==> src/shf_pkg.sv <==
`default_nettype none

package shf_pkg;

    // Fixed-point layout of the pressure filter.
    localparam int FILTER_FRAC_BITS = 8;
    localparam int ALPHA_BITS       = 16;

    // Field widths.
    localparam int TIME_W  = 32;
    localparam int RAW_W   = 24;
    localparam int CFG_W   = 16;
    localparam int FILT_W  = 32;
    localparam int CIDX_W  = 3;

    // Shifted raw pressure; at least one bit wider than the filter so the
    // saturation test is always meaningful.
    localparam int X_W = (RAW_W + FILTER_FRAC_BITS > FILT_W) ?
                         (RAW_W + FILTER_FRAC_BITS) : (FILT_W + 1);
    // Product of the filter error and the weight, plus a carry bit.
    localparam int PROD_W = FILT_W + CFG_W + 1;

    // Operation codes of an input item.
    typedef enum logic [1:0] {
        FUNC_POLL   = 2'd0,
        FUNC_REINIT = 2'd1,
        FUNC_TAKE   = 2'd2,
        FUNC_INVAL  = 2'd3
    } t_func;

    // Configuration register indexes.
    localparam logic [CIDX_W-1:0] CFG_POLL_PERIOD = 3'd0;
    localparam logic [CIDX_W-1:0] CFG_STALE       = 3'd1;
    localparam logic [CIDX_W-1:0] CFG_RECOVER     = 3'd2;
    localparam logic [CIDX_W-1:0] CFG_COOLDOWN    = 3'd3;
    localparam logic [CIDX_W-1:0] CFG_ALPHA       = 3'd4;

    // Configuration reset values.
    localparam logic [CFG_W-1:0] RST_POLL_PERIOD = 16'd1000;
    localparam logic [CFG_W-1:0] RST_STALE       = 16'd5000;
    localparam logic [CFG_W-1:0] RST_RECOVER     = 16'd10000;
    localparam logic [CFG_W-1:0] RST_COOLDOWN    = 16'd10000;
    localparam logic [CFG_W-1:0] RST_ALPHA       = 16'd6554;

    typedef struct packed {
        logic [CFG_W-1:0] poll_period_ms;
        logic [CFG_W-1:0] stale_ms;
        logic [CFG_W-1:0] recover_ms;
        logic [CFG_W-1:0] recover_cooldown_ms;
        logic [CFG_W-1:0] filter_alpha;
    } t_cfg;

    typedef struct packed {
        t_func              func;
        logic [TIME_W-1:0]  now_ms;
        logic               read_ok;
        logic [RAW_W-1:0]   raw_temp;
        logic [RAW_W-1:0]   raw_pressure;
        logic               reinit_ok;
    } t_item;

    typedef struct packed {
        logic               reinit_request;
        logic               sample_accepted;
        logic               pressure_valid;
        logic               new_data;
        logic [FILT_W-1:0]  filtered_pressure;
        logic [RAW_W-1:0]   temperature;
        logic               sensor_ready;
    } t_result;

endpackage

`default_nettype wire

==> src/shf_cfg_regs.sv <==
`default_nettype none

module shf_cfg_regs import shf_pkg::*; (
    input  wire               i_clk,
    input  wire               i_rst_n,
    input  wire               i_cfg_we,
    input  wire  [CIDX_W-1:0] i_cfg_idx,
    input  wire  [CFG_W-1:0]  i_cfg_data,
    output t_cfg              o_cfg
);

    t_cfg r_cfg;

    // Register file; writes to unused indexes are dropped.
    always_ff @(posedge i_clk) begin
        if (!i_rst_n) begin
            r_cfg.poll_period_ms      <= RST_POLL_PERIOD;
            r_cfg.stale_ms            <= RST_STALE;
            r_cfg.recover_ms          <= RST_RECOVER;
            r_cfg.recover_cooldown_ms <= RST_COOLDOWN;
            r_cfg.filter_alpha        <= RST_ALPHA;
        end else if (i_cfg_we) begin
            unique case (i_cfg_idx)
                CFG_POLL_PERIOD: r_cfg.poll_period_ms      <= i_cfg_data;
                CFG_STALE:       r_cfg.stale_ms            <= i_cfg_data;
                CFG_RECOVER:     r_cfg.recover_ms          <= i_cfg_data;
                CFG_COOLDOWN:    r_cfg.recover_cooldown_ms <= i_cfg_data;
                CFG_ALPHA:       r_cfg.filter_alpha        <= i_cfg_data;
                default: begin
                end
            endcase
        end
    end

    assign o_cfg = r_cfg;

endmodule

`default_nettype wire

==> config.mk <==
export PLATFORM = sky130hd
export DESIGN_NAME = shf_cfg_regs
export DESIGN_NICKNAME = d
export VERILOG_FILES = /design/src/shf_pkg.sv /design/src/shf_cfg_regs.sv
export SDC_FILE = /design/constraint.sdc
export NUM_CORES = 1
export LEC_CHECK = 0
export BUFFER_PORTS_ARGS = -buffer_cell sky130_fd_sc_hd__buf_2
export CAP_MARGIN = 5
export CORE_UTILIZATION = 32
export DETAILED_ROUTE_END_ITERATION = 10
export GPL_TIMING_DRIVEN = 0
export PLACE_DENSITY = 0.65
export SETUP_SLACK_MARGIN = 0.05
export SLEW_MARGIN = 25
export SYNTH_ARGS = -nofsm -noshare
export SYNTH_HDL_FRONTEND = slang
export SYNTH_SLANG_ARGS = --single-unit
==> constraint.sdc <==
create_clock -name i_clk -period 2.75 [get_ports i_clk]
set_input_delay 0.275 -clock i_clk [delete_from_list [all_inputs] [get_ports i_clk]]
set_output_delay 0.275 -clock i_clk [all_outputs]
set_load 0.02 [all_outputs]
## Yosys cells after proc, flatten, opt, wreduce, memory -nomap -nowiden

Index checks and enable logic that the tools add are counted.

| word-level totals | value |
|---|---|
| input port bits | 22 |
| output and inout port bits | 80 |
| word-level logic and storage cells | 15 |
| register bits after elaboration | 80 |

| operators by class | value |
|---|---|
| equal/unequal tests | 4 |
| reductions and logical operators | 6 |

Operators by type and width:

| kind | number |
|---|---|
| AND reduction 2 bit | 5 |
| == test 3 x 2 -> 1 bit (second input constant) | 2 |
| == test 3 x 1 -> 1 bit (second input constant) | 1 |
| == test 3 bit (second input constant) | 1 |
| zero test 3 bit | 1 |

## Logic depth before layout (Yosys ltp)

| depth | value |
|---|---|
| depth after elaboration | 2 |
| mapped depth | 5 |
| mapped depth without buffers | 2 |

## Worst setup path after synthesis

No wires, ideal clock.

| path | value |
|---|---|
| path kind | input -> register |
| start | input i_cfg_idx[0] |
| end | register r_cfg, in the netlist o_cfg[72] |
| library setup time | 0.130 ns |
| data arrival time | 1.064 ns |
| path slack | 1.556 ns |
| stages on the path | 3 |
| data required time | 2.620 ns |
| cell sequence | or4b_1 -> buf_6 -> mux2i_1 |

| on the way | value |
|---|---|
| cells in the longest elaborated chain, start to end | 2 |

Ends and longest elaborated chain:

| item | line | source |
|---|---|---|
| start, declared | shf_cfg_regs.sv:7 | `input wire [CIDX_W-1:0] i_cfg_idx,` |
| zero test 3 bit | shf_cfg_regs.sv:23 | `unique case (i_cfg_idx)` |
| AND reduction 2 bit (no line) | - |  |
| end, declared | shf_cfg_regs.sv:12 | `t_cfg r_cfg;` |

Every way passes these cells.
A chain may end at the register's enable or synchronous reset.

## Worst setup path after layout

| path | value |
|---|---|
| start | register r_cfg, in the netlist o_cfg[44] |
| end | output o_cfg[44] (netlist bit) |

RTL lines:

| item | line | source |
|---|---|---|
| end, declared | shf_cfg_regs.sv:9 | `output t_cfg o_cfg` |

No word-level cell between the ends.

==> metrics <==
Area Growth Syn to Fin 28.8%; DR pass1 iterations 4; Max IR drop VDD 257 uV; Final TNS setup 0 ns; Finished Cell Area ~0.004 mm2; clock tree buffer depth 2; Fill cells ~900; row cnt 35; Max Used Layer met4; critical path endpoint category primary output; n_diodes 0; Setup crit start kind register; share of post-route cells with drive strength above 1 0.317; IO Count slightly above 100; Mapped Cells roughly 300; worst-skew pair later-pin latency 0.35 ns; DR DRC count 0; Starting Density 0.333; flip-flop count of the largest register after layout 80; Worst Skew 0 ns; Reg-to-Reg End o_cfg[42]$_SDFFE_PN1P_; reg-to-reg setup timing slack around 2.1 ns; Syn Area/Cell 10.5 um2; Final period util 0.420; Final Hold Viols 0; clk slew on worst S/H paths roughly 0.08 ns; largest net degree at the start of global routing 14; worst hold path type input port to register; cell family with most CP delay flip-flops; number of global-route vias before repair 2399; initial antenna violation count 0; area of the die 0.0101 mm2; Buf/Inv on CP 1; post-DR wirelength/cell between 15 and 20 um; input/output buffers 100; global route overflow 0; Crit. Startpoint o_cfg[44]$_SDFFE_PN0P_; Core Box Area 0.00933 mm2; critical-path maximum fanout 2; Pwr Density 604 mW/mm2; Die Y-Extent around 100 um; Routed Antenna Nets 0; Pleak slightly below 2 nW; Post-Place Cell Area around 0.0038 mm2; vias 2433; EDFF count, synth 0; WL met3 431 um; highest-count cells in the layout ignoring fill and taps buf_2, mux2i_1, dfxtp_1; routability cong. around 0.74; fmax around 870 MHz; top post-synthesis cells by area dfxtp_1, mux2i_1, nand2_1, nor2b_1, buf_2; Rel. slew slack 0.582; CP required 2.48 ns; routed metal-1 wirelength 3790 um; die width 101 um; WP depth 1; WS Path Type register to primary output; capture point of the worst path o_cfg[44]; H-tree depth 3; Routed Wire Length 8370 um; FF-to-FF Start o_cfg[42]$_SDFFE_PN1P_; clock period minus worst slack ~1.2 ns; Slew Viols, Final 0; # Post-CTS Setup Buffers 0; Synth top area share 0.515; clock tree sinks 80; slew of the pin with the lowest slew margin approximately 0.63 ns; Syn Std Cell Area 0.00311 mm2; Yosys reg bits 80; TritonCTS clock tree built; status finished clean; vias per cell 4.49; Num CTS Buffers 9; Met2 Wirelength 4010 um; CP Data Arrival Time between 0.8 and 0.9 ns; hpwl dp 6140 um; fraction of registers with async set or reset after synthesis 0; largest area contributor in the netlist dfxtp_1; Layout Cells excl Fill 542; syn nets around 320; Root Buffer clkbuf_8; Critical Path Max Stage Delay 0.36 ns; setup violators final 0; YS warnings 0; first-pass GRT wire length 12600 um; CP cell instances buf_2; Total GRT Usage 0.171; Hold Buf Count CTS 0; RSZ-0062 raised after global routing no; Worst Reg-to-Reg Cells 2; Layout Nets 430; Inst Count DP 526; post_cts resized 0; Netlist cell types 15; most common cell after layout, fill and taps aside buf_2; max_cap viols 0; Iteration-0 DRC Markers 39; critical path's slowest cell dfxtp_1; prevailing post-synth register cell dfxtp_1; register area share after synthesis 0.515
power breakdown:
part / total, mW / internal [mW] / leakage [nW] / switching, mW
Sequential: 1.20 / 1.18 / 0.649 / 0.0128
Clock: 1.02 / 0.600 / 0.116 / 0.424
Combinational: 0.202 / 0.0753 / 1.17 / 0.127
Total: 2.42 / 1.86 / 1.93 / 0.563
worst min path at each step:
| stage | start | to | slack [ns] | cells after the start |
|---|---|---|---|---|
| 6_report | i_cfg_data[9] | o_cfg[9]$_SDFFE_PN0P_ | 0.19 | 3 |
| 5_1_grt | i_cfg_data[9] | o_cfg[9]$_SDFFE_PN0P_ | 0.18 | 3 |
| 4_1_cts | i_cfg_data[9] | o_cfg[9]$_SDFFE_PN0P_ | 0.17 | 3 |
| 3_5_place_dp | o_cfg[39]$_SDFFE_PN0P_ | o_cfg[39]$_SDFFE_PN0P_ | 0.45 | 2 |
| 3_3_place_gp | o_cfg[61]$_SDFFE_PN0P_ | o_cfg[61]$_SDFFE_PN0P_ | 0.44 | 2 |
| 2_1_floorplan | i_cfg_data[9] | o_cfg[9]$_SDFFE_PN0P_ | 0.42 | 2 |
Yosys cell counts, types with 2 or more instances:
cell       count
nand4bb_1      2
buf_6          2
buf_2         11
mux2i_1       80
dfxtp_1       80
nand2_1       67
nor2b_1       40
clkbuf_1       8
kinds of logic (layout without fill, tap and decap cells):
family        after synthesis  count (layout)  share of synthesized area
simple gates              115             115                      0.191
mux                        80              80                      0.257
flops                      80              80                      0.515
buf+inv                    22             138                     0.0370
layer usage:
metal,vias to the layer above,track usage
li1,1213,-
met1,1140,0.203
met2,67,0.293
met3,13,0.0430
met4,0,0.0736
met5,-,0
layout make-up:
| cell class | instances | area [um2] | area share |
|---|---|---|---|
| Sequential cell | 80 | 1600 | 0.400 |
| Multi-Input combinational cell | 195 | 1390 | 0.348 |
| Timing Repair Buffer | 100 | 500 | 0.125 |
| Tap cell | 129 | 161 | 0.0403 |
| Clock buffer | 10 | 128 | 0.0318 |
| Buffer | 22 | 115 | 0.0287 |
| Clock inverter | 6 | 108 | 0.0268 |
through the flow:
step	setup slack [ns]	hold slack [ns]	util	total power, mW
after floorplan	1.56	0.417	-	1.35
after global placement	1.31	0.442	0.404	1.43
after detailed placement	1.28	0.450	0.404	1.43
after CTS	1.58	0.174	0.430	2.45
after global routing	1.55	0.180	0.430	2.52
final	1.60	0.187	0.430	2.42
(Power assumes the default switching activity.)
