==> src/shf_pkg.sv <==
`default_nettype none

package shf_pkg;

    // Fixed-point layout of the pressure filter.
    localparam int FILTER_FRAC_BITS = 8;
    localparam int ALPHA_BITS       = 16;

    // Field widths.
    localparam int TIME_W  = 32;
    localparam int RAW_W   = 24;
    localparam int CFG_W   = 16;
    localparam int FILT_W  = 32;
    localparam int CIDX_W  = 3;

    // Shifted raw pressure; at least one bit wider than the filter so the
    // saturation test is always meaningful.
    localparam int X_W = (RAW_W + FILTER_FRAC_BITS > FILT_W) ?
                         (RAW_W + FILTER_FRAC_BITS) : (FILT_W + 1);
    // Product of the filter error and the weight, plus a carry bit.
    localparam int PROD_W = FILT_W + CFG_W + 1;

    // Operation codes of an input item.
    typedef enum logic [1:0] {
        FUNC_POLL   = 2'd0,
        FUNC_REINIT = 2'd1,
        FUNC_TAKE   = 2'd2,
        FUNC_INVAL  = 2'd3
    } t_func;

    // Configuration register indexes.
    localparam logic [CIDX_W-1:0] CFG_POLL_PERIOD = 3'd0;
    localparam logic [CIDX_W-1:0] CFG_STALE       = 3'd1;
    localparam logic [CIDX_W-1:0] CFG_RECOVER     = 3'd2;
    localparam logic [CIDX_W-1:0] CFG_COOLDOWN    = 3'd3;
    localparam logic [CIDX_W-1:0] CFG_ALPHA       = 3'd4;

    // Configuration reset values.
    localparam logic [CFG_W-1:0] RST_POLL_PERIOD = 16'd1000;
    localparam logic [CFG_W-1:0] RST_STALE       = 16'd5000;
    localparam logic [CFG_W-1:0] RST_RECOVER     = 16'd10000;
    localparam logic [CFG_W-1:0] RST_COOLDOWN    = 16'd10000;
    localparam logic [CFG_W-1:0] RST_ALPHA       = 16'd6554;

    typedef struct packed {
        logic [CFG_W-1:0] poll_period_ms;
        logic [CFG_W-1:0] stale_ms;
        logic [CFG_W-1:0] recover_ms;
        logic [CFG_W-1:0] recover_cooldown_ms;
        logic [CFG_W-1:0] filter_alpha;
    } t_cfg;

    typedef struct packed {
        t_func              func;
        logic [TIME_W-1:0]  now_ms;
        logic               read_ok;
        logic [RAW_W-1:0]   raw_temp;
        logic [RAW_W-1:0]   raw_pressure;
        logic               reinit_ok;
    } t_item;

    typedef struct packed {
        logic               reinit_request;
        logic               sample_accepted;
        logic               pressure_valid;
        logic               new_data;
        logic [FILT_W-1:0]  filtered_pressure;
        logic [RAW_W-1:0]   temperature;
        logic               sensor_ready;
    } t_result;

endpackage

`default_nettype wire

==> src/shf_out_stage.sv <==
`default_nettype none

module shf_out_stage import shf_pkg::*; (
    input  wire      i_clk,
    input  wire      i_rst_n,
    input  wire      i_busy,
    input  t_result  i_result,
    input  wire      i_ready,
    output logic     o_advance,
    output logic     o_valid,
    output t_result  o_result
);

    logic    r_valid;
    t_result r_result;

    // An item leaves the input register when the result register is free.
    assign o_advance = i_busy && (!r_valid || i_ready);

    always_ff @(posedge i_clk) begin
        if (!i_rst_n) begin
            r_valid <= 1'b0;
        end else if (o_advance) begin
            r_valid <= 1'b1;
        end else if (i_ready) begin
            r_valid <= 1'b0;
        end
    end

    always_ff @(posedge i_clk) begin
        if (o_advance) begin
            r_result <= i_result;
        end
    end

    assign o_valid  = r_valid;
    assign o_result = r_result;

endmodule

`default_nettype wire

==> config.mk <==
export PLATFORM = sky130hd
export DESIGN_NAME = shf_out_stage
export DESIGN_NICKNAME = d
export VERILOG_FILES = /design/src/shf_pkg.sv /design/src/shf_out_stage.sv
export SDC_FILE = /design/constraint.sdc
export NUM_CORES = 1
export LEC_CHECK = 0
export BUFFER_PORTS_ARGS = -buffer_cell sky130_fd_sc_hd__buf_2
export CORE_UTILIZATION = 30
export DETAILED_ROUTE_END_ITERATION = 10
export HOLD_SLACK_MARGIN = 0.08
export PLACE_DENSITY = 0.6
export SYNTH_ARGS = -nofsm -noshare
export SYNTH_HDL_FRONTEND = slang
export SYNTH_SLANG_ARGS = --single-unit
==> constraint.sdc <==
create_clock -name i_clk -period 9.82 [get_ports i_clk]
set_input_delay 1.473 -clock i_clk [delete_from_list [all_inputs] [get_ports i_clk]]
set_output_delay 1.473 -clock i_clk [all_outputs]
set_load 0.01 [all_outputs]
======== After elaboration in Yosys (flattened, before gate mapping) ========
Cells that the tools add are included.
storage, ports and cells
  bits in registers ....................... 62
  latch bits .............................. 0
  memory bits (writable) .................. 0
  ROM bits ................................ 0
  input bits .............................. 65
  output and inout bits ................... 63
  word-level logic and storage cells ...... 14
  memories ................................ 0
cells by class
  $add $sub $neg .......................... 0
  multipliers ............................. 0
  divide/modulo/power cells ............... 0
  $lt $le $gt $ge ......................... 0
  eq/ne operators ......................... 0
  shift operators ......................... 0
  mux-type cells .......................... 2
  bitwise operators ....................... 0
  reduce and logical (&&, ||, !) cells .... 4
operators with widths
  kind                count
  1-bit 2-to-1 mux    2
  2-bit nonzero test  1
  1-bit logical AND   1
  1-bit logical NOT   1
  1-bit logical OR    1

======== Longest topological paths before layout ========
  depth after elaboration ................. 4
  gate-level depth with buffers ........... 2
  depth with buffers taken out ............ 2

======== Worst setup path after synthesis ========
No wires, ideal clock.
  path kind ............................... input-to-output
  from .................................... in i_ready
  to ...................................... out o_advance
  arrival time ............................ 4.326 ns
  data required time ...................... 8.347 ns
  slack ................................... 4.021 ns
  stages .................................. 2
  path buffers ............................ 0
  cell sequence ........................... nor2b_4 nor2b_1
on the way
  cells in the longest elaborated chain, start to end .. 2
ends and longest elaborated chain
  element            line                 text
  from (decl)        shf_out_stage.sv:8   input wire i_ready,
  1-bit logical OR   shf_out_stage.sv:18  assign o_advance = i_busy && (!r_valid || i_ready);
  1-bit logical AND  shf_out_stage.sv:18
  to (decl)          shf_out_stage.sv:9   output logic o_advance,
No other way between the ends.

======== Worst setup path in the final report ========
Ends and elaborated chain as after synthesis.

==> metrics.log <==
[metrics] number of antenna violations at the first check in global routing: 0
[metrics] number of placed instances with taps included: 268
[metrics] CP max stage cell: sky130_fd_sc_hd__nor2b_4
[metrics] Cell variety after synth: 5
[metrics] power per cell area: 209.7 nW/um2
[metrics] per-cell via count in the routed design: approximately 4.0
[metrics] horizontal die dimension: 81.15 um
[metrics] buffer cell driving the clock tree root: sky130_fd_sc_hd__clkbuf_8
[metrics] antenna violation net count after detailed routing: 0
[metrics] Slew Viols, Final: 0
[metrics] critical path's largest stage delay: around 0.13 ns
[metrics] static power due to leakage: 0.001223 uW
[metrics] total nets after synthesis: 130
[metrics] share of the cycle needed by the critical path after routing: 0.3432
[metrics] total power: between 500 and 600 uW
[metrics] min cycle time layout: 3.370 ns
[metrics] flip-flop and latch area: 1852 um2
[metrics] half-perimeter wire length after placement: 2677 um
[metrics] post-CTS clock slew at the launch and capture registers of the worst setup and hold paths: 0.06 ns
[metrics] slack of the critical path: 6.450 ns
[metrics] type of the setup path with the least slack: input pin to primary output
[metrics] cell row count: 28
[metrics] r2r startpoint: o_valid$_SDFFE_PN0P_
[metrics] area of all placed cells without fillers: 2844 um2
[metrics] Placement Setup Slack: 6.450 ns
[metrics] kind of cell adding the most delay to the critical path: buffers and inverters
[metrics] worst vdd ir: 129.5 uV
[metrics] fraction of the yosys area taken by sequential cells: 0.9854
[metrics] crit path max fanout: 2
[metrics] Worst Clk Skew: approximately 0.0084 ns
[metrics] cts-stage hold buffer count: 0
[metrics] Clock Sink Count: 62
[metrics] max capacitance violation total: 0
[metrics] Hold Path End: o_valid$_SDFFE_PN0P_
[metrics] number of DRC violations after detailed-routing iteration 0: 56
[metrics] via count of the first global-routing pass: between 1000 and 1500
[metrics] aggregate negative setup slack: 0 ns
[metrics] Overall Global Routing Usage: 0.1124
[metrics] Layout Nets: 269
[metrics] Detailed Route WL: about 3600 um
[metrics] HP Class: flop to flop
[metrics] last weighted congestion value of the routability-driven placer: 0.6708
[metrics] crit-path cells: buf_2, nor2b_4, nor2b_4, buf_2
[metrics] endpoints failing hold: 0
[metrics] Multi-input gate area: 35.03 um2
[metrics] status: finished, final reports clean
[metrics] worst hold path depth: 2
[metrics] number of buffers between clock root and the deepest sink: 2
[metrics] fraction of layout instances using a drive strength above 1: 0.6938
[metrics] number of iterations in the first detailed-routing pass: 4
[metrics] count of buffers added by post-CTS timing repair for setup: 0
[metrics] ant diodes: 0
[metrics] setup slack, reg-to-reg: 8.29 ns
[metrics] Worst Tran Pin Value: approximately 0.7 ns
[metrics] Initial Utilization: 0.3137
[metrics] RR Endpoint: o_result[4]$_DFFE_PP_
[metrics] critical path arrival: 1.90 ns
[metrics] CTS H-tree depth: 3
[metrics] total placed instance area: 2624 um2
[metrics] vias after detailed routing: about 1100
[metrics] maximum number of pins on one net before global-route repair: 62
[metrics] Total Die Area: 6585 um2
[metrics] # IOs: 128
[metrics] first-pass GRT wire length: just under 5000 um
[metrics] vertical extent of the die: 81.15 um
[metrics] number of filler instances in the final layout: 519
[metrics] placeable core area: 5991 um2
[metrics] clock latency at the later pin of the worst-skew pair: about 0.34 ns
[metrics] startpoint of the lowest-slack hold path: o_valid$_SDFFE_PN0P_
[metrics] cell count of the worst reg-to-reg path: 3
[metrics] buffering stage count on the worst path with inverters included: 2
[metrics] TritonCTS clock tree: yes
[metrics] synthesized instance count: 65
[metrics] Post-Synthesis Mean Instance Area: approximately 29 um2
[metrics] Resized cells post-CTS: 0
[metrics] #FFs+latches synth: 62
[metrics] worst rel slew slack: 0.5210
[metrics] cell area after synthesis: between 1500 and 2000 um2
[metrics] layout overhead on the synthesized area: 51.33%
[metrics] mean routed wirelength per cell: ~13 um
[metrics] top achievable clock speed: slightly below 300 MHz
[metrics] Synth warnings: 0
[metrics] grt ovf: 0
[metrics] kind of start point of the critical path: input pin
[metrics] Layout Cells excl Fill: 284
[metrics] unrepaired setup endpoints after global routing: no
[metrics] required time of the worst setup path: 8.35 ns
[metrics] detailed-route DRC error count: 0
[metrics] Inserted Clock Buffers: 9
[metrics] critical path capture point type: primary output
[metrics] final setup violating endpoints: 0
[metrics] IO buf count: around 130
==> layout make-up <==
| cell class | count | share of cell area |
|---|---|---|
| clock buffers | 9 | 0.04355 |
| well taps | 75 | 0.03300 |
| repair buffers | 128 | 0.2261 |
| multi-input cells | 3 | 0.01232 |
| flip-flops and latches | 62 | 0.6511 |
| clock inverters | 7 | 0.03388 |
==> worst max-delay path by stage <==
stage                  from  cells after the start  slack (ns)        end
floorplan           i_ready                      2        4.02  o_advance
detailed placement  i_ready                      4        6.45  o_advance
CTS                 i_ready                      4        6.44  o_advance
global placement    i_ready                      4        6.45  o_advance
global route        i_ready                      4        6.43  o_advance
finish              i_ready                      4        6.45  o_advance
==> cell families after synthesis <==
family	after synthesis	share of synthesized area
flip-flops	62	0.9854
AO/OA/AOI/OAI	1	0.003996
AND/OR/NAND/NOR	2	0.01065
==> through the flow <==
stage	hold WS, ns	utilization
final	0.6408	0.4747
after global routing	0.6686	0.4747
after global placement	0.6113	0.4380
after CTS	0.6428	0.4747
after detailed placement	0.6307	0.4380
after floorplan	0.6349	-
==> cell usage in the layout, fill, tap and decap left out <==
master	Yosys	final
sky130_fd_sc_hd__clkinvlp_4	0	2
sky130_fd_sc_hd__inv_6	0	1
sky130_fd_sc_hd__edfxtp_1	61	61
sky130_fd_sc_hd__dfxtp_1	1	1
sky130_fd_sc_hd__clkinv_4	0	1
sky130_fd_sc_hd__clkinv_1	0	1
sky130_fd_sc_hd__bufinv_16	0	2
sky130_fd_sc_hd__buf_4	0	1
sky130_fd_sc_hd__clkbuf_8	0	9
sky130_fd_sc_hd__buf_2	0	127
sky130_fd_sc_hd__o21a_1	1	1
sky130_fd_sc_hd__nor2b_4	1	2
==> power by group <==
part / leakage [uW] / total, uW / internal, uW / switching (uW)
clock network: 0.000103 / 242 / 143 / 98.6
registers: 0.000598 / 313 / 309 / 3.36
logic: 0.000521 / 42.1 / 19.5 / 22.6
total: 0.00122 / 596 / 472 / 125
==> flip-flops by register name, summed over array words and instances, names as in the netlist <==
signal and flops:
o_result 61, o_valid 1
==> synthesized netlist by cell type <==
master / number / share of area
sky130_fd_sc_hd__o21a_1: 1 / 0.0040
sky130_fd_sc_hd__nor2b_4: 1 / 0.0073
sky130_fd_sc_hd__dfxtp_1: 1 / 0.011
sky130_fd_sc_hd__edfxtp_1: 61 / 0.97
sky130_fd_sc_hd__nor2b_1: 1 / 0.0033
==> worst reg2reg max path, cell delays in order (launching register included) <==
cell                      delay [ns]
sky130_fd_sc_hd__dfxtp_1        0.31
sky130_fd_sc_hd__nor2b_4        0.13
sky130_fd_sc_hd__nor2b_4        0.10
sky130_fd_sc_hd__buf_4          0.59
==> routing by layer <==
layer,up-vias,share of wire,track usage
li1,541,-,-
met1,514,0.36,0.1074
met2,79,0.47,0.1630
met3,8,0.15,0.08427
met4,0,0.024,0.08571
met5,-,0,0
No activity file was read; power rests on OpenSTA's default activity.
