[config.mk]
export PLATFORM = sky130hd
export DESIGN_NAME = shf_in_stage
export DESIGN_NICKNAME = d
export VERILOG_FILES = /design/src/shf_pkg.sv /design/src/shf_in_stage.sv
export SDC_FILE = /design/constraint.sdc
export NUM_CORES = 1
export LEC_CHECK = 0
export BUFFER_PORTS_ARGS = -buffer_cell sky130_fd_sc_hd__buf_2
export CAP_MARGIN = 25
export CORE_MARGIN = 10
export CORE_UTILIZATION = 41
export DETAILED_ROUTE_END_ITERATION = 8
export GPL_TIMING_DRIVEN = 0
export PLACE_DENSITY = 0.75
export SKIP_CTS_REPAIR_TIMING = 1
export SYNTH_ARGS = -nofsm -noshare
export SYNTH_HDL_FRONTEND = slang
export SYNTH_SLANG_ARGS = --single-unit
[constraint.sdc]
create_clock -name i_clk -period 1.6 [get_ports i_clk]
set_input_delay 0.16 -clock i_clk [delete_from_list [all_inputs] [get_ports i_clk]]
set_output_delay 0.16 -clock i_clk [all_outputs]
set_load 0.01 [all_outputs]
[src/shf_pkg.sv]
`default_nettype none

package shf_pkg;

    // Fixed-point layout of the pressure filter.
    localparam int FILTER_FRAC_BITS = 8;
    localparam int ALPHA_BITS       = 16;

    // Field widths.
    localparam int TIME_W  = 32;
    localparam int RAW_W   = 24;
    localparam int CFG_W   = 16;
    localparam int FILT_W  = 32;
    localparam int CIDX_W  = 3;

    // Shifted raw pressure; at least one bit wider than the filter so the
    // saturation test is always meaningful.
    localparam int X_W = (RAW_W + FILTER_FRAC_BITS > FILT_W) ?
                         (RAW_W + FILTER_FRAC_BITS) : (FILT_W + 1);
    // Product of the filter error and the weight, plus a carry bit.
    localparam int PROD_W = FILT_W + CFG_W + 1;

    // Operation codes of an input item.
    typedef enum logic [1:0] {
        FUNC_POLL   = 2'd0,
        FUNC_REINIT = 2'd1,
        FUNC_TAKE   = 2'd2,
        FUNC_INVAL  = 2'd3
    } t_func;

    // Configuration register indexes.
    localparam logic [CIDX_W-1:0] CFG_POLL_PERIOD = 3'd0;
    localparam logic [CIDX_W-1:0] CFG_STALE       = 3'd1;
    localparam logic [CIDX_W-1:0] CFG_RECOVER     = 3'd2;
    localparam logic [CIDX_W-1:0] CFG_COOLDOWN    = 3'd3;
    localparam logic [CIDX_W-1:0] CFG_ALPHA       = 3'd4;

    // Configuration reset values.
    localparam logic [CFG_W-1:0] RST_POLL_PERIOD = 16'd1000;
    localparam logic [CFG_W-1:0] RST_STALE       = 16'd5000;
    localparam logic [CFG_W-1:0] RST_RECOVER     = 16'd10000;
    localparam logic [CFG_W-1:0] RST_COOLDOWN    = 16'd10000;
    localparam logic [CFG_W-1:0] RST_ALPHA       = 16'd6554;

    typedef struct packed {
        logic [CFG_W-1:0] poll_period_ms;
        logic [CFG_W-1:0] stale_ms;
        logic [CFG_W-1:0] recover_ms;
        logic [CFG_W-1:0] recover_cooldown_ms;
        logic [CFG_W-1:0] filter_alpha;
    } t_cfg;

    typedef struct packed {
        t_func              func;
        logic [TIME_W-1:0]  now_ms;
        logic               read_ok;
        logic [RAW_W-1:0]   raw_temp;
        logic [RAW_W-1:0]   raw_pressure;
        logic               reinit_ok;
    } t_item;

    typedef struct packed {
        logic               reinit_request;
        logic               sample_accepted;
        logic               pressure_valid;
        logic               new_data;
        logic [FILT_W-1:0]  filtered_pressure;
        logic [RAW_W-1:0]   temperature;
        logic               sensor_ready;
    } t_result;

endpackage

`default_nettype wire

[src/shf_in_stage.sv]
`default_nettype none

module shf_in_stage import shf_pkg::*; (
    input  wire    i_clk,
    input  wire    i_rst_n,
    input  wire    i_valid,
    output logic   o_ready,
    input  t_item  i_item,
    input  wire    i_advance,
    output logic   o_busy,
    output t_item  o_item
);

    logic  r_valid;
    t_item r_item;
    logic  w_load;

    // The register is free when empty or when its item moves on this cycle.
    assign o_ready = !r_valid || i_advance;
    assign w_load  = i_valid && o_ready;

    always_ff @(posedge i_clk) begin
        if (!i_rst_n) begin
            r_valid <= 1'b0;
        end else if (w_load) begin
            r_valid <= 1'b1;
        end else if (i_advance) begin
            r_valid <= 1'b0;
        end
    end

    // Payload needs no reset.
    always_ff @(posedge i_clk) begin
        if (w_load) begin
            r_item <= i_item;
        end
    end

    assign o_busy = r_valid;
    assign o_item = r_item;

endmodule

`default_nettype wire

Yosys cells after proc, flatten, opt, wreduce, memory -nomap -nowiden

Cells that the tools add are included.

Register bits after elaboration: 85
Output and inout port bits: 86
Word-level logic and storage cells: 13

Mux-type cells: 2
Reductions and logical operators: 4

Operators with widths:

| cell               | count |
|---|---|
| 2-to-1 mux 1 bit   | 2 |
| nonzero test 2 bit | 1 |
| logical AND 1 bit  | 1 |
| zero test 1 bit    | 1 |
| logical OR 1 bit   | 1 |

Logic depth before layout (Yosys ltp)

Gate-level depths: netlist of run 1.

Depth after elaboration: 4
Mapped depth: 2
Depth with buffers taken out: 2

Worst setup path after synthesis of run 1

Ideal clock, no wire load.

Kind: reg-to-reg
Start point: register r_valid (netlist: o_busy)
End point: register r_item (netlist bit o_item[0]) (enable)
Arrival: 1.134 ns
Data required time: 1.216 ns
Setup slack: 0.083 ns
Stages on the path, launching flop included: 3
Cell sequence: dfxtp_1 nand2b_4 and2_4

Word-level cells in the longest chain between the ends: 3

RTL lines:

| element                | RTL line           | text |
|---|---|---|
| start, declared        | shf_in_stage.sv:14 | `logic r_valid;` |
| start signal, assigned | shf_in_stage.sv:24 | `r_valid <= 1'b0;` |
| start signal, assigned | shf_in_stage.sv:26 | `r_valid <= 1'b1;` |
| start signal, assigned | shf_in_stage.sv:28 | `r_valid <= 1'b0;` |
| zero test 1 bit        | shf_in_stage.sv:19 | `assign o_ready = !r_valid \|\| i_advance;` |
| logical OR 1 bit       | shf_in_stage.sv:19 |  |
| named net o_ready      | shf_in_stage.sv:7  | `output logic o_ready,` |
| logical AND 1 bit      | shf_in_stage.sv:20 | `assign w_load = i_valid && o_ready;` |
| named net w_load       | shf_in_stage.sv:16 | `logic w_load;` |
| end signal, assigned   | shf_in_stage.sv:35 | `r_item <= i_item;` |
| end, declared          | shf_in_stage.sv:15 | `t_item r_item;` |

The timed path passes the listed nets, and every way through them passes these cells.
A chain may end at the register's enable or synchronous reset.

Worst setup path in the final report of run 1

Start point: register r_valid (netlist: o_busy)
End point: register r_item (netlist bit o_item[20]) (enable)

Word-level cells in the longest chain between the ends: 3

RTL lines:

| element           | RTL line |
|---|---|
| zero test 1 bit   | shf_in_stage.sv:19 |
| logical OR 1 bit  | shf_in_stage.sv:19 |
| logical AND 1 bit | shf_in_stage.sv:20 |
| named net w_load  | shf_in_stage.sv:16 |

The timed path passes the listed nets, and every way through them passes these cells.

==> results of run 1 <==
-- registers in the layout, summed over array words and instances, names as in the netlist --
| register | cells |
|---|---|
| o_item | 84 |
| o_busy | 1 |
-- routing by layer --
| layer | up-vias | part of all wire [%] | GRT usage [%] |
|---|---|---|---|
| met5 | - | 0 | 0 |
| met4 | 0 | 1.7 | 6.28 |
| met3 | 12 | 13 | 10.2 |
| met2 | 147 | 53 | 22.6 |
| met1 | 969 | 32 | 12.3 |
| li1 | 893 | - | - |
-- cells by family (layout without fill, tap and decap cells) --
kind of cell    count (synthesis)  after routing  share of synthesized area (%)
buf+inv                         1            273                          0.145
compound gates                  1              1                          0.436
simple gates                    2              2                          0.873
flops                          85             85                           98.5
-- cell usage in the layout (no fill, tap or decap), types with 2 or more instances in the layout --
master	count
edfxtp_1	84
dlygate4sd3_1	84
buf_2	173
clkinv_2	2
clkbuf_8	9
-- layout make-up --
type,count,area [um^2]
Sequential cell,85,2540
Timing Repair Buffer,258,1730
Fill cell,341,1460
Clock buffer,9,124
Tap cell,75,93.8
Multi-Input combinational cell,3,33.8
Clock inverter,5,30.0
Inverter,1,3.75
-- metrics by stage --
| step | setup slack (ns) | instance area [um^2] | setup TNS (ns) | utilization [%] |
|---|---|---|---|---|
| 2_1_floorplan | 0.0828 | 2580 | 0 | - |
| 3_5_place_dp | -0.0769 | 3540 | -6.10 | 58.7 |
| 4_1_cts | -0.0885 | 3690 | -6.60 | 61.3 |
| 3_3_place_gp | -0.0368 | 3540 | -2.79 | 58.7 |
| 5_1_grt | 0.0357 | 4560 | 0 | 75.7 |
| 6_report | 0.0652 | 4560 | 0 | 75.7 |
-- how the worst max path moves through the flow --
stage,to,slack [ns],startpoint
floorplan,o_item[0]$_DFFE_PP_,0.08,o_busy$_SDFFE_PN0P_
global placement,o_item[33]$_DFFE_PP_,-0.04,o_busy$_SDFFE_PN0P_
detailed placement,o_item[77]$_DFFE_PP_,-0.08,o_busy$_SDFFE_PN0P_
CTS,o_item[4]$_DFFE_PP_,-0.09,o_busy$_SDFFE_PN0P_
global route,o_item[4]$_DFFE_PP_,0.04,o_busy$_SDFFE_PN0P_
finish,o_item[20]$_DFFE_PP_,0.07,o_busy$_SDFFE_PN0P_
-- power by group --
| group | internal, mW | switching [mW] | total [mW] |
|---|---|---|---|
| registers | 2.60 | 0.0387 | 2.64 |
| logic | 0.302 | 0.260 | 0.563 |
| clock network | 0.539 | 0.732 | 1.27 |
| total | 3.44 | 1.03 | 4.47 |
==> results by group, run 1 <==
Cells and area
  • Layout cells sized above 1: 52.6%
  • Final Net Count: 446
  • P&R area growth vs syn: 76.8%
  • Ant diodes: 0
  • Final cell count without fillers: 436

Timing
  • Max Fclk: 0.652 GHz
  • Worst Clk Skew: 0.00925 ns
  • Final hold slack: 0.0971 ns
  • Fin. max-slew vios: 0
  • Final Hold Fails: 0
  • Final setup violation count: 0
  • Tmin final: 1.53 ns
  • RSZ-0062 raised after global routing: no
  • Crit share post-route: 95.9%
  • Max_slew headroom: 74.6%
  • Slew @ Worst Pin: 0.382 ns

Worst hold path
  • Worst hold path depth: 2
  • Hold Path Origin: i_rst_n
  • Hold endpoint: o_busy$_SDFFE_PN0P_
  • Min-delay worst type: in -> reg

Worst setup path
  • CP top delay family: simple AND/OR/NAND/NOR gates
  • Critical path buffer and inverter count: 1
  • R2R Setup Slk: 0.07 ns
  • Worst r2r src: o_busy$_SDFFE_PN0P_
  • Type of the worst setup path: reg -> reg
  • CP endpoint kind: flop
  • Crit-path cells: nand2b_4 > and2_4 > buf_16
  • Setup crit start kind: flop
  • FF-to-FF path depth: 3
  • Crit path DAT: 1.55 ns
  • Worst r2r dst: o_item[20]$_DFFE_PP_
  • Max stage delay on crit path: 0.39 ns
  • Crit path required time: 1.62 ns
  • Crit path max fanout: 59
  • Crit path max-delay cell type: and2_4
  • CP Depth: 3

CTS
  • Clk sinks: 85
  • CTS tree: done
  • Clk Latency, worst-skew pair: 0.34 ns
  • CTS root buffer: clkbuf_8
  • Longest Clk Path Bufs: 2
  • CTS HTree Levels: 3
  • CTS Buf Count: 9
  • Clock-pin slew on the worst setup and hold paths: 0.08 ns

Yosys
  • Mapped Nets: 177
  • Number of synthesized flops with an enable pin: 84
  • Most frequent cell after synthesis: edfxtp_1
  • Post-Syn Instances: 89
  • Synth top area share: 97.8%
  • Synth area leaders: edfxtp_1, dfxtp_1, nand2b_4
  • Area leader, netlist: edfxtp_1
  • Syn Area/Cell: 29.0 um^2
  • Sequential area share after synthesis: 98.5%
  • Yosys reg bits: 85
  • Cell Area, Synth: 2580 um^2
  • Most used DFF post-synth: edfxtp_1
  • Count of cell types in the netlist: 6
  • Synth Warn #: 0
  • Ys async rst share: 0%

GRT
  • Pin count of the biggest net entering global routing: 85
  • Gr usage total: 13.7%
  • Initial antenna violation count: 0
  • Gr ovfl total: 0
  • Vias in the first global route: 1,791
  • First-pass GRT wire length: 10.2 mm

Drt
  • DRC: 0
  • DRT antenna net count: 0
  • Routed vias/inst: 4.64
  • Vias: 2,021
  • DR iter-0 viols: 132
  • WL/cell: 21.9 um
  • Detailed-route wire length: 9.55 mm
  • Pre-antenna DRT Iters: 4

Placed design
  • Dpl cells: 337
  • Port Buf Inserts: 173
  • Gpl congestion: 0.692
  • Final HPWL DP: 5.54 mm

Die
  • Die area: 9870 um^2
  • Starting Density: 42.8%
  • Rows: 28
  • Ports: 174
  • Die height: 99.3 um
  • Die width: 99.3 um
  • Core ar.: 6030 um^2

Power
  • Peak VDD IR: 0.748 mV
  • Total power: 4.47 mW
  • PD cells: 981 nW/um^2
  • Leak: 1.96 nW

Status
  • Outcome: completed

Job
  • Max Cap Viol: 0
(Power assumes the default switching activity.)
==> run 2, diff against run 1 <==
--- a/config.mk
+++ b/config.mk
@@ -7,11 +7,13 @@
 export LEC_CHECK = 0
 export BUFFER_PORTS_ARGS = -buffer_cell sky130_fd_sc_hd__buf_2
 export CAP_MARGIN = 25
+export CELL_PAD_IN_SITES_DETAIL_PLACEMENT = 0
+export CELL_PAD_IN_SITES_GLOBAL_PLACEMENT = 1
 export CORE_MARGIN = 10
-export CORE_UTILIZATION = 41
+export CORE_UTILIZATION = 32
 export DETAILED_ROUTE_END_ITERATION = 8
 export GPL_TIMING_DRIVEN = 0
-export PLACE_DENSITY = 0.75
+export PLACE_DENSITY = 0.74
 export SKIP_CTS_REPAIR_TIMING = 1
 export SYNTH_ARGS = -nofsm -noshare
 export SYNTH_HDL_FRONTEND = slang
==> run 2 against run 1 <==
Critical path depth unchanged. Combinational power decreased by 4.4%. First-iteration DRC count is 51% lower. Sequential cell count unchanged. Maximum frequency is 5.8% higher. Non-clock buffer count stayed put. Sequential share of layout area down 0.59 points. Cell count is 6.7% higher. Clock power about the same. Wire length is 16% lower. Power is 0.21% lower. Critical endpoint is now o_item[56]$_DFFE_PP_. Largest cell class unchanged.
==> results by group, run 2 (synthesis results as in run 1) <==
Status
  • Outcome: completed

Cells and area
  • Area of the multi-input gates: 33.8 um^2 (unchanged)
  • Layout cells sized above 1: 52.6% (about the same)
  • P&R area growth vs syn: 78.7%
  • Commonest non-fill, non-tap cell in the layout: buf_2
  • Commonest cells after routing, fill and taps aside: buf_2, dlygate4sd3_1, edfxtp_1
  • Ant diodes: 0 (unchanged)
  • Core Util, Final: 59.4% (-16 points)
  • Largest register FFs: 84 (unchanged)
  • Fillcell total: 623 (+83%)
  • Register area: 2540 um^2 (unchanged)
  • Final Net Count: 446 (unchanged)
  • Finished Cell Area: 4610 um^2 (+1.1%)

Die
  • Core ar.: 7770 um^2 (+29%)
  • Starting Density: 33.2% (-9.6 points)
  • Die height: 110 um (+11%)
  • Die area: 12,100 um^2 (+22%)
  • Ports: 174 (unchanged)
  • Rows: 32 (+14%)
  • Die width: 110 um (+11%)

Timing
  • RSZ-0062 raised after global routing: no
  • Final setup violation count: 0 (unchanged)
  • Max Fclk: 0.689 GHz (+5.8%)
  • Slew @ Worst Pin: 0.310 ns (-0.0713 ns)
  • Crit share post-route: 90.7% (-5.2 points)
  • Max_slew headroom: 79.3% (+4.8 points)
  • Fin. max-slew vios: 0 (unchanged)
  • Final setup TNS: 0 ns (unchanged)
  • Worst setup margin: 0.149 ns (+0.0838 ns)
  • Final Hold Fails: 0 (unchanged)
  • Worst Clk Skew: 0.00444 ns (-0.00481 ns)
  • Tmin final: 1.45 ns (-0.0838 ns)
  • Final hold slack: 0.0654 ns (-0.0316 ns)

GRT
  • Initial antenna violation count: 0 (unchanged)
  • Gr usage total: 10.9% (-2.8 points)
  • Gr ovfl total: 0 (unchanged)
  • First-pass GRT wire length: 9.72 mm (-4.3%)
  • Pin count of the biggest net entering global routing: 85 (unchanged)
  • Vias in the first global route: 1,758 (-1.8%)

Worst setup path
  • Setup crit start kind: flop
  • Crit path max fanout: 66 (+12%)
  • CP endpoint kind: flop
  • Crit path DAT: 1.46 ns (-0.09 ns)
  • Type of the worst setup path: reg -> reg
  • Crit path required time: 1.61 ns (about the same)

Drt
  • Pre-antenna DRT Iters: 4 (unchanged)
  • DRC: 0 (unchanged)
  • DRT antenna net count: 0 (unchanged)
  • Routed vias/inst: 4.03 (-13%)
  • Vias: 1,875 (-7.2%)
  • Detailed-route wire length: 8.00 mm (-16%)
  • DR iter-0 viols: 65 (-51%)
  • WL/cell: 17.2 um (-21%)

Placed design
  • Gpl congestion: 0.717 (+3.6%)
  • Port Buf Inserts: 173 (unchanged)
  • Final HPWL DP: 5.54 mm (about the same)
  • Dpl cell area: 3570 um^2 (+0.95%)
  • Post-Place Setup Slack: -0.0838 ns (-0.00693 ns)

CTS
  • CTS Buf Count: 9 (unchanged)
  • Clk sinks: 85 (unchanged)
  • CTS tree: done
  • Clk Latency, worst-skew pair: 0.33 ns (about the same)
  • CTS root buffer: clkbuf_8
  • CTS HTree Levels: 3 (unchanged)
  • Longest Clk Path Bufs: 2 (unchanged)
  • Clock-pin slew on the worst setup and hold paths: 0.08 ns (about the same)

Power
  • Peak VDD IR: 0.553 mV (-26%)
  • Leak: 1.96 nW (about the same)
  • PD cells: 968 nW/um^2 (-1.3%)

Job
  • Max Cap Viol: 0 (unchanged)

Worst hold path
  • Min-delay worst type: in -> reg
-- run 2: cell types whose count changed in the layout (fill, tap and decap cells not counted), sizes merged --
| cell | before | now |
|---|---|---|
| clkbuf | 9 | 11 |
| clkinv | 4 | 3 |
| clkinvlp | 1 | 2 |
-- run 2: critical path, cell delays in order (launching register included) --
cell and delay (ns):
dfxtp_1 0.35, nand2b_4 0.09, and2_4 0.33, buf_16 0.32
-- run 2: layer usage --
metal,global-route usage [%],up-vias,wire (um)
met1,11.2,873,2720
li1,-,895,-
met5,0,-,0
met4,4.74,0,84
met3,6.09,8,855
met2,17.9,99,4330
-- run 2: final timing paths --
| kind | slack, ns | depth (start not counted) | start | end |
|---|---|---|---|---|
| max | 0.15 | 3 | o_busy$_SDFFE_PN0P_ | o_item[56]$_DFFE_PP_ |
| min | 0.07 | 2 | i_rst_n | o_busy$_SDFFE_PN0P_ |
| max reg2reg | 0.15 | 3 | o_busy$_SDFFE_PN0P_ | o_item[56]$_DFFE_PP_ |
| min reg2reg | 0.53 | 2 | o_busy$_SDFFE_PN0P_ | o_busy$_SDFFE_PN0P_ |
-- run 2: where the power goes --
group / switching [mW] / leakage, nW / internal [mW]
clock network: 0.726 / 0.0795 / 0.568
registers: 0.0325 / 0.821 / 2.60
logic: 0.237 / 1.06 / 0.301
total: 0.995 / 1.96 / 3.47
-- run 2: layout make-up --
cell class	instances	area share, %
tap	102	2.77
multi-input combinational	3	0.733
clock inverter	5	0.814
clock buffer	11	2.85
inverter	1	0.0814
sequential	85	55.1
timing repair buffer	258	37.6
-- run 2: stage by stage --
step           power (mW)  instances
6_report             4.46        465
3_3_place_gp         3.04        364
4_1_cts              4.36        380
3_5_place_dp         3.06        364
2_1_floorplan        2.80         89
5_1_grt              4.70        465
==> run 3, diff against run 2 <==
--- a/config.mk
+++ b/config.mk
@@ -18,3 +18,4 @@
 export SYNTH_ARGS = -nofsm -noshare
 export SYNTH_HDL_FRONTEND = slang
 export SYNTH_SLANG_ARGS = --single-unit
+export TNS_END_PERCENT = 30
==> constraint.sdc (replaced) <==
create_clock -name i_clk -period 1.6 [get_ports i_clk]
set_input_delay 0.08 -clock i_clk [delete_from_list [all_inputs] [get_ports i_clk]]
set_output_delay 0.08 -clock i_clk [all_outputs]
set_load 0.01 [all_outputs]
==> run 3 against run 2 <==
Power grew 0.13%. Clock-buffer cell count is the same. Clock power is essentially flat. Critical path depth is the same. Largest cell class unchanged.
==> results by group, run 3 (synthesis results as in run 1) <==
Status
  • Outcome: completed

Job
  • Max Cap Viol: 0 (unchanged)

Worst setup path
  • CP top delay family: simple AND/OR/NAND/NOR gates
  • Setup crit start kind: flop
  • Crit path max fanout: 66 (unchanged)
  • Crit path DAT: 1.45 ns (about the same)
  • Type of the worst setup path: reg -> reg
  • Critical path buffer and inverter count: 1 (unchanged)
  • CP endpoint kind: flop
  • Max stage delay on crit path: 0.34 ns (about the same)
  • Crit path max-delay cell type: dfxtp_1
  • Crit-path cells: nand2b_4 > and2_4 > buf_16
  • Crit path required time: 1.61 ns (about the same)

Timing
  • Worst setup margin: 0.157 ns (+0.00844 ns)
  • Worst Clk Skew: 0.00763 ns (+0.00318 ns)
  • Final setup violation count: 0 (unchanged)
  • Tmin final: 1.44 ns (-0.00844 ns)
  • Fin. max-slew vios: 0 (unchanged)
  • Final setup TNS: 0 ns (unchanged)
  • Max_slew headroom: 79.4% (+0.088 points)
  • Final Hold Fails: 0 (unchanged)
  • Crit share post-route: 90.2% (-0.53 points)
  • Max Fclk: 0.693 GHz (+0.58%)
  • RSZ-0062 raised after global routing: no
  • Slew @ Worst Pin: 0.309 ns (-0.00133 ns)

Die
  • Starting Density: 33.2% (unchanged)
  • Rows: 32 (unchanged)
  • Core ar.: 7770 um^2 (unchanged)
  • Ports: 174 (unchanged)
  • Die width: 110 um (unchanged)
  • Die height: 110 um (unchanged)
  • Die area: 12,100 um^2 (unchanged)

CTS
  • Clk Latency, worst-skew pair: 0.33 ns (about the same)
  • Longest Clk Path Bufs: 2 (unchanged)
  • CTS tree: done
  • CTS HTree Levels: 3 (unchanged)
  • CTS Buf Count: 9 (unchanged)
  • Clk sinks: 85 (unchanged)
  • Clock-pin slew on the worst setup and hold paths: 0.08 ns (about the same)
  • CTS root buffer: clkbuf_8

Power
  • Seq pwr share: 58.9% (about the same)
  • Psw: 997 uW (+0.23%)
  • Clock share of power: 29.0% (about the same)
  • Peak VDD IR: 0.551 mV (-0.31%)
  • PD cells: 965 nW/um^2 (-0.30%)
  • Combinational group share of total power: 12.1% (about the same)
  • Switch share: 22.3% (about the same)
  • Leak: 1.97 nW (+0.49%)
  • Internal power: 3.47 mW (+0.11%)

Placed design
  • Gpl congestion: 0.717 (unchanged)
  • Post-Place Setup Slack: -0.0838 ns (unchanged)
  • Port Buf Inserts: 173 (unchanged)
  • Final HPWL DP: 5.54 mm (unchanged)

GRT
  • Gr usage total: 10.9% (unchanged)
  • Pin count of the biggest net entering global routing: 85 (unchanged)
  • Vias in the first global route: 1,758 (unchanged)
  • First-pass GRT wire length: 9.72 mm (unchanged)
  • Gr ovfl total: 0 (unchanged)
  • Initial antenna violation count: 0 (unchanged)

Drt
  • Routed vias/inst: 4.03 (-0.16%)
  • Vias: 1,880 (+0.27%)
  • WL/cell: 17.2 um (about the same)
  • DRT antenna net count: 0 (unchanged)
  • DRC: 0 (unchanged)
  • Pre-antenna DRT Iters: 4 (unchanged)
  • DR iter-0 viols: 70 (+7.7%)
  • Detailed-route wire length: 8.04 mm (+0.53%)

Cells and area
  • Register area: 2540 um^2 (unchanged)
  • P&R area growth vs syn: 79.5%
  • Largest register FFs: 84 (unchanged)
  • Core Util, Final: 59.6% (+0.26 points)
  • Area of the multi-input gates: 33.8 um^2 (unchanged)
  • Layout cells sized above 1: 52.3% (-0.29 points)
  • Commonest cells after routing, fill and taps aside: buf_2, dlygate4sd3_1, edfxtp_1
  • Fillcell total: 623 (unchanged)
  • Ant diodes: 0 (unchanged)
  • Final Net Count: 448 (+0.45%)
  • Commonest non-fill, non-tap cell in the layout: buf_2

Worst hold path
  • Min-delay worst type: in -> reg
-- run 3: cell count changes in the layout (fill, tap and decap cells not counted), sizes merged --
cell | previous run | this run
dlygate4sd3 | 84 | 86
-- run 3: final cells by class --
cell class	count	share of cell area [%]
tap	102	2.76
timing repair buffer	260	37.9
inverter	1	0.0811
sequential	85	54.9
clock inverter	5	0.811
clock buffer	11	2.84
multi-input combinational	3	0.730
-- run 3: path summary, 6_finish.rpt --
kind | startpoint | end | slack [ns] | cells past startpoint
setup reg to reg | o_busy$_SDFFE_PN0P_ | o_item[56]$_DFFE_PP_ | 0.16 | 3
hold / removal | i_valid | o_item[54]$_DFFE_PP_ | 0.27 | 2
hold reg to reg | o_busy$_SDFFE_PN0P_ | o_item[54]$_DFFE_PP_ | 0.90 | 2
setup / recovery | o_busy$_SDFFE_PN0P_ | o_item[56]$_DFFE_PP_ | 0.16 | 3
-- run 3: layer usage --
layer | routed length (um) | track usage [%]
met4 | 84 | 4.74
met1 | 2690 | 11.2
met5 | 0 | 0
met3 | 891 | 6.09
met2 | 4370 | 17.9
-- run 3: through the flow --
step,power (mW),hold WS (ns),area [um^2],std cells
6_report,4.47,0.270,4630,467
5_1_grt,4.70,0.273,4630,467
3_3_place_gp,3.04,0.257,3570,364
4_1_cts,4.36,-0.111,3740,380
2_1_floorplan,2.80,0.179,2580,89
3_5_place_dp,3.06,0.258,3570,364
-- run 3: power groups by stage --
stage | registers, mW | logic [mW] | clock network [mW]
floorplan | 2.76 | 0.0459 | 0
global placement | 2.68 | 0.364 | 0
detailed placement | 2.69 | 0.371 | 0
CTS | 2.64 | 0.371 | 1.36
global route | 2.64 | 0.588 | 1.47
finish | 2.63 | 0.542 | 1.30
